<file path="src/hw/rtl/quaternion_vector_rotate_unit_macros.svh">
// Assertion macros shared by the rotation unit's modules.
`ifndef QUATERNION_VECTOR_ROTATE_UNIT_MACROS_SVH
`define QUATERNION_VECTOR_ROTATE_UNIT_MACROS_SVH

// The condition holds at every clock edge outside reset.
`define QVR_ASSERT_ALWAYS(label, clk, rst, cond, msg) \
   label: assert property (@(posedge clk) disable iff (rst) (cond)) else $error(msg);

// The consequence holds in the same cycle as the antecedent.
`define QVR_ASSERT_SAME(label, clk, rst, ante, cons, msg) \
   label: assert property (@(posedge clk) disable iff (rst) (ante) |-> (cons)) else $error(msg);

// The consequence holds in the cycle after the antecedent.
`define QVR_ASSERT_NEXT(label, clk, rst, ante, cons, msg) \
   label: assert property (@(posedge clk) disable iff (rst) (ante) |=> (cons)) else $error(msg);

`endif

</file>
<file path="src/hw/rtl/qvr_pkg.sv">
package qvr_pkg;

   localparam int COMP_WIDTH  = 16;
   localparam int PROD_WIDTH  = 2 * COMP_WIDTH;
   localparam int MAT_WIDTH   = 2 * COMP_WIDTH + 2;
   localparam int NORM_WIDTH  = 2 * COMP_WIDTH + 1;
   localparam int TERM_WIDTH  = MAT_WIDTH + COMP_WIDTH;
   localparam int NUM_WIDTH   = TERM_WIDTH + 2;
   localparam int QUEUE_DEPTH = 4;

   typedef logic signed [COMP_WIDTH-1:0] comp_type;
   typedef logic signed [PROD_WIDTH-1:0] prod_type;
   typedef logic signed [MAT_WIDTH-1:0]  mat_type;
   typedef logic        [NORM_WIDTH-1:0] norm_type;
   typedef logic signed [TERM_WIDTH-1:0] term_type;
   typedef logic signed [NUM_WIDTH-1:0]  num_type;
   typedef logic        [NUM_WIDTH-1:0]  mag_type;

   typedef struct packed {
      comp_type quat_w;
      comp_type quat_x;
      comp_type quat_y;
      comp_type quat_z;
      comp_type vec_x;
      comp_type vec_y;
      comp_type vec_z;
   } req_type;

   typedef struct packed {
      comp_type out_x;
      comp_type out_y;
      comp_type out_z;
      logic     zero_norm;
      logic     saturated;
   } rsp_type;

   typedef struct packed {
      prod_type ww;
      prod_type xx;
      prod_type yy;
      prod_type zz;
      prod_type xy;
      prod_type wz;
      prod_type xz;
      prod_type wy;
      prod_type yz;
      prod_type wx;
      comp_type vec_x;
      comp_type vec_y;
      comp_type vec_z;
      logic     zero_norm;
   } entry_type;

endpackage

</file>
<file path="src/hw/rtl/qvr_queue.sv">
`include "quaternion_vector_rotate_unit_macros.svh"

module qvr_queue #(
   parameter int DEPTH = qvr_pkg::QUEUE_DEPTH
) (
   input  logic               clock,
   input  logic               reset,
   input  logic               push_valid,
   output logic               push_full,
   input  qvr_pkg::entry_type push_word,
   output logic               pop_valid,
   input  logic               pop_take,
   output qvr_pkg::entry_type pop_word
);

   localparam int PTR_WIDTH   = $clog2(DEPTH);
   localparam int COUNT_WIDTH = $clog2(DEPTH + 1);

   qvr_pkg::entry_type     slot_ff [0:DEPTH-1];
   logic [PTR_WIDTH-1:0]   wr_ptr_ff;
   logic [PTR_WIDTH-1:0]   wr_ptr_in;
   logic [PTR_WIDTH-1:0]   rd_ptr_ff;
   logic [PTR_WIDTH-1:0]   rd_ptr_in;
   logic [COUNT_WIDTH-1:0] count_ff;
   logic [COUNT_WIDTH-1:0] count_in;
   logic                   push;
   logic                   pop;

   assign push_full = (count_ff == COUNT_WIDTH'(DEPTH));
   assign pop_valid = (count_ff != '0);
   assign pop_word  = slot_ff[rd_ptr_ff];
   assign push      = push_valid && !push_full;
   assign pop       = pop_valid && pop_take;

   always_comb begin
      wr_ptr_in = wr_ptr_ff;
      rd_ptr_in = rd_ptr_ff;
      count_in  = count_ff;
      if (push) begin
         wr_ptr_in = (wr_ptr_ff == PTR_WIDTH'(DEPTH - 1)) ? '0 : wr_ptr_ff + 1'b1;
      end
      if (pop) begin
         rd_ptr_in = (rd_ptr_ff == PTR_WIDTH'(DEPTH - 1)) ? '0 : rd_ptr_ff + 1'b1;
      end
      if (push && !pop) begin
         count_in = count_ff + 1'b1;
      end else if (pop && !push) begin
         count_in = count_ff - 1'b1;
      end
   end

   always_ff @(posedge clock) begin
      if (reset) begin
         wr_ptr_ff <= '0;
         rd_ptr_ff <= '0;
         count_ff  <= '0;
      end else begin
         wr_ptr_ff <= wr_ptr_in;
         rd_ptr_ff <= rd_ptr_in;
         count_ff  <= count_in;
      end
      if (push) begin
         slot_ff[wr_ptr_ff] <= push_word;
      end
   end

   `QVR_ASSERT_ALWAYS(a_queue_bound, clock, reset, count_ff <= COUNT_WIDTH'(DEPTH), "Queue count exceeds its depth.")
   `QVR_ASSERT_NEXT(a_queue_grow, clock, reset, push && !pop, count_ff == $past(count_ff) + 1'b1, "Queue count did not grow on a push.")

endmodule

</file>
<file path="config.mk">
export PLATFORM = sky130hd
export DESIGN_NAME = qvr_queue
export DESIGN_NICKNAME = d
export VERILOG_FILES = /design/src/hw/rtl/qvr_pkg.sv /design/src/hw/rtl/qvr_queue.sv
export VERILOG_INCLUDE_DIRS = /design/src /design/src/hw/rtl
export SDC_FILE = /design/constraint.sdc
export NUM_CORES = 1
export LEC_CHECK = 0
export BUFFER_PORTS_ARGS = -buffer_cell sky130_fd_sc_hd__buf_2
export CAP_MARGIN = 10
export CORE_MARGIN = 5
export CORE_UTILIZATION = 29
export DETAILED_ROUTE_END_ITERATION = 10
export PLACE_DENSITY = 0.44
export SLEW_MARGIN = 20
export SYNTH_ARGS = -nofsm -noshare
export SYNTH_HDL_FRONTEND = slang
export SYNTH_SLANG_ARGS = --single-unit
</file>
<file path="constraint.sdc">
create_clock -name clock -period 13.7 [get_ports clock]
set_input_delay 2.055 -clock clock [delete_from_list [all_inputs] [get_ports clock]]
set_output_delay 2.055 -clock clock [all_outputs]
set_load 0.02 [all_outputs]
</file>
==> run summary, run 1 <==
Metal2 WL = 70600 um
Ordered cell list for the critical path = buf_12 -> buf_12 -> mux4_2 -> buf_2
DP Area = 60300 um2
First-pass GRT wire length = 187000 um
Worst Max-Slew Pin Slew = 1.27 ns
DP Wirelength = 82800 um
Setup TNS = 0 ns
Worst EP arrival = 4.16 ns
Power per standard cell area = 193 nW/um2
RR Endpoint = slot_ff[2][363]
Netlist cell types = 22
Initial Util = 29.1%
Seq pwr share = 44.6%
Number of global-route vias before repair = 26300
Avg Cell Area, Syn = 27.2 um2
Clock sinks = 1485
Via count = 24300
Critical path data required time = 11.64 ns
Mapped Area = 53700 um2
Port Buffer Count = 743
Asr flop ratio synth = 0%
Max_cap viols = 0
# setup viols final = 0
Lkg Pwr = 21.3 nW
Worst hold path class = reg -> reg
Top-Level Pins = 744
Critical path startpoint category = register
Clock Latency Late Sink = 0.80 ns
Period minus WS final = 6.21 ns
R2R setup slack = 9.46 ns
Final-report hold violation count = 0
Max Root-Sink Buffers = 3
Met3 WL = 8730 um
Row count = 158
Synth top area share = 82.5%
Initial antenna violation count = 74
WHS Path Cells = 2
CTS Buf Count = 162
Status = complete, no violations
Clock power share = 33.0%
CTS tree = done
Crit path max-delay cell type = dfxtp_4
HP Start = rd_ptr_ff[0]
Seq/Total Area, Yosys = 82.8%
Nets = 3206
Post-route met1 wirelength = 47800 um
Die W = 440 um
Placer Congestion = 0.739
DIE AREA = 194000 um2
Commonest cells post-synth = edfxtp_1, mux4_2, buf_2
PostCTS Resize Cnt = 0
Peak fanout along the critical path = 85
Crit share post-route = 45.4%
Area contributors post-synth = edfxtp_1, mux4_2, buf_6
CORE AREA = 185000 um2
DRT antenna net count = 0
Pre-Repair DR Iteration Count = 4
Skew final = 0.0177 ns
Critical path class = reg -> out
Rel. slew slack = 15.2%
Reg2reg path depth = 5
Cell mode on critical path = buf_12
Post-CTS Setup Repair Bufs = 0
CP Capture Type = output port
Max incr delay on CP = 0.91 ns
Switch share = 28.7%
Total global-route track usage = 13.3%
Post-synth EDFFs = 1476
Net Count, Synth = 2357
Root buf cell = clkbuf_16
DR iter-0 viols = 1167
FMAX = 161 MHz
Grt ovf = 0
Die height = 440 um
Layout cells sized above 1 = 46.2%
Cell-internal power = 8.98 mW
Post-Syn Instances = 1977
Main synth FF type = edfxtp_1
Design area = 65400 um2
Max Slew Vio Count = 0
Sw power = 3.62 mW
RR Startpoint = count_ff[0]
Vias/cell = 4.45
Largest net degree at the start of global routing = 144
Clock slew at reported path FFs = 0.06 ns
Tot Pwr = 12.6 mW
RSZ-0062 raised after global routing = no
Yosys reg bits = 1485
H-Tree Depth = 4
Total Wirelength = 132000 um
Top Layer Used = met5
Area grow syn2layout = 21.8%
Synth area leader = edfxtp_1
CTS Hold Bufs = 0
Residual DRC = 0
Combinational power share = 22.5%
Most common cell in the netlist = edfxtp_1
Wirelength per Cell = 24.2 um
Yosys warnings = 0
VDD IR-drop max = 115 uV
==> worst max-delay path: cells and delay by family, from the launching register on <==
kind                   cells  cell delay [ns]
buffers and inverters      3             1.28
flip-flops                 1             0.91
multiplexers               1             0.68
==> kinds of logic (layout without fill, tap and decap cells) <==
family	Yosys count	count (layout)	share of synthesized area, %
AOI/OAI and AO/OA	7	7	0.0745
xor gates and xnor gates	2	2	0.0326
adders and majority gates	7	7	0.177
buffers and inverters	89	1069	1.22
DFF	1485	1485	82.8
muxes	371	371	15.5
other	0	26	0
and+or+nand+nor	16	16	0.161
==> state kept, by name (all words and copies together) (netlist names), named ones only <==
name and flops:
wr_ptr_ff 2, slot_ff 1476, rd_ptr_ff 2, count_ff 3
==> per-layer routing <==
layer,global-route usage (%),up-vias
met1,14.7,12800
met4,4.94,20
met2,23.9,701
met5,0,-
met3,4.28,336
li1,-,10400
==> through the flow <==
stage               setup WS, ns  cells  util [%]  hold slack [ns]
floorplan                   2.44   1977         -            0.463
global placement            7.84   5141      32.6            0.476
detailed placement          7.80   5141      32.6            0.474
CTS                         7.27   5436      35.4            0.489
global route                7.04   5445      35.4            0.519
finish                      7.49   5463      35.4            0.488
==> final cells by class <==
class                   instances  area [um2]
flip-flops and latches       1485       44500
repair buffers                769        4080
clock buffers                 205        4340
multi-input cells             403        8590
well taps                    2480        3100
fillers                     17100      119000
clock inverters                90         731
inverters                       5        18.8
diodes                         26        65.1
==> worst max-delay path by stage <==
stage	slack, ns	from	cells after the start	to
2_1_floorplan	2.44	push_valid	1	slot_ff[3][0]
3_3_place_gp	7.84	push_valid	5	slot_ff[2][343]
3_5_place_dp	7.80	push_valid	5	slot_ff[2][344]
4_1_cts	7.27	register	4	pop_word[244]
5_1_grt	7.04	register	4	pop_word[244]
6_report	7.49	register	4	pop_word[244]
==> layout by cell type, fill, tap and decap left out, types with 3 or more instances in the layout <==
| cell type | n |
|---|---|
| diode_2 | 26 |
| clkinv_8 | 4 |
| dfxtp_1 | 7 |
| clkbuf_16 | 167 |
| ha_1 | 6 |
| clkinv_2 | 29 |
| clkbuf_1 | 36 |
| nor2_1 | 4 |
| mux4_2 | 369 |
| inv_6 | 4 |
| and3_4 | 4 |
| inv_1 | 5 |
| buf_12 | 12 |
| a21oi_1 | 3 |
| edfxtp_1 | 1476 |
| or3_1 | 3 |
| buf_4 | 13 |
| clkinv_1 | 38 |
| buf_2 | 743 |
| bufinv_16 | 9 |
==> power by group through the flow <==
stage / sequential (mW) / clock (mW) / combinational, mW
3_5_place_dp: 5.72 / 0 / 2.94
2_1_floorplan: 5.83 / 0 / 1.89
3_3_place_gp: 5.69 / 0 / 2.93
5_1_grt: 5.65 / 4.50 / 3.02
4_1_cts: 5.63 / 4.31 / 2.95
6_report: 5.62 / 4.15 / 2.83
Note: power is estimated with default switching activity, not from simulation.
==> inputs of run 2 (changes only) <==
Settings changed: PLACE_DENSITY 0.44 to 0.46.
Clock period 13.7 ns to 5.05 ns, I/O delays scaled along.
==> run summary, run 2 (synthesized netlist as in run 1, its figures left out) <==
Status = complete, no violations
Power per standard cell area = 523 nW/um2
Wirelength per Cell = 24.8 um
DP Wirelength = 88800 um
Port Buffer Count = 743
Pre-Repair DR Iteration Count = 4
Skew final = 0.0253 ns
Final-report hold violation count = 0
Placer Congestion = 0.761
Residual DRC = 0
Max FFs per register = 1476
HP Start = push_word[279]
Area grow syn2layout = 22.9%
Clock sinks = 1485
Worst hold path class = in -> reg
# setup viols final = 0
Worst Hold End = slot_ff[1][279]
Die height = 440 um
Critical path data required time = 4.29 ns
Total Wirelength = 136000 um
CORE AREA = 185000 um2
H-Tree Depth = 4
Met1 usage = 16.0%
Rel. slew slack = 35.7%
CTS Buf Count = 163
Tot Pwr = 34.5 mW
Crit share post-route = 76.1%
Vias/cell = 4.50
DP Area = 60800 um2
DR iter-0 viols = 1482
Via count = 24800
Die W = 440 um
Post-CTS Setup Repair Bufs = 0
Grt ovf = 0
First-pass GRT wire length = 192000 um
DIE AREA = 194000 um2
CP Capture Type = output port
CTS Hold Bufs = 0
Hold WS = 0.170 ns
Initial antenna violation count = 81
DRT antenna net count = 0
Clock Latency Late Sink = 0.79 ns
VDD IR-drop max = 330 uV
Root buf cell = clkbuf_16
Initial Util = 29.1%
Met2 Use GR = 23.0%
Design area = 66000 um2
WHS Path Cells = 1
PostCTS Resize Cnt = 0
Total global-route track usage = 13.7%
Util after Layout = 35.7%
Layout fillers = 17000
RSZ-0062 raised after global routing = no
Met3 GRT Util = 4.83%
Clock slew at reported path FFs = 0.06 ns
Max Root-Sink Buffers = 3
Lkg Pwr = 21.5 nW
Max Slew Vio Count = 0
Reg with most FFs = slot_ff
Largest net degree at the start of global routing = 91
Reg2reg path depth = 3
GR peak layer = met2
Number of global-route vias before repair = 26800
Max_cap viols = 0
RR Startpoint = count_ff[0]
FMAX = 260 MHz
CTS tree = done
Peak fanout along the critical path = 45
Critical path class = reg -> out
Biggest regs = slot_ff: 1476 flops, count_ff: 3 flops
Layout cells sized above 1 = 47.0%
Top-Level Pins = 744
Worst Max-Slew Pin Slew = 0.965 ns
Critical path startpoint category = register
Row count = 158
RR Endpoint = slot_ff[3][72]
R2R setup slack = 2.41 ns
Setup TNS = 0 ns
Nets = 3243
Worst EP arrival = 3.09 ns
Commonest non-fill, non-tap cell in the layout = edfxtp_1
Most frequent cells in the layout = edfxtp_1, buf_2, mux4_2, clkbuf_16, clkinv_1
Period minus WS final = 3.84 ns
==> run 2: per-stage QoR <==
stage / instances / setup WS, ns
2_1_floorplan: 1977 / 1.20
3_3_place_gp: 5176 / 1.94
3_5_place_dp: 5178 / 1.94
4_1_cts: 5470 / 1.03
5_1_grt: 5489 / 0.992
6_report: 5502 / 1.21
==> run 2: routing by layer <==
metal / vias up / part of all wire, %
li1: 10500 / -
met4: 32 / 4.1
met2: 806 / 50
met5: - / 0.15
met3: 315 / 7.5
met1: 13100 / 38
==> run 2: where the power goes <==
group	leakage, nW	internal [mW]	total [mW]	switching, mW
Sequential	13.6	14.9	15.2	0.329
Clock	2.51	6.62	11.4	4.75
Combinational	5.43	3.01	7.93	4.92
Total	21.5	24.5	34.5	10.0
==> run 2: final cells by class <==
class / instances / area (um2) / share of cell area [%]
clock inverter: 94 / 895 / 1.35
inverter: 5 / 18.8 / 0.0284
timing repair buffer: 805 / 4570 / 6.93
tap: 2480 / 3100 / 4.70
multi-input combinational: 403 / 8590 / 13.0
antenna: 32 / 80.1 / 0.121
sequential: 1485 / 44500 / 67.4
clock buffer: 198 / 4270 / 6.47
==> run 2: worst max-delay path, stage by stage, from the launching register on <==
cell and delay (ns):
dfxtp_4 0.92, buf_12 0.44, mux4_2 0.64, buf_2 0.20
==> run 2: how the worst max path moves through the flow <==
stage                     cells past startpoint             to
after global placement                        3  pop_word[322]
after floorplan                               1  slot_ff[3][0]
final                                         3  pop_word[322]
after CTS                                     3  pop_word[322]
after detailed placement                      3  pop_word[322]
after global routing                          3  pop_word[322]
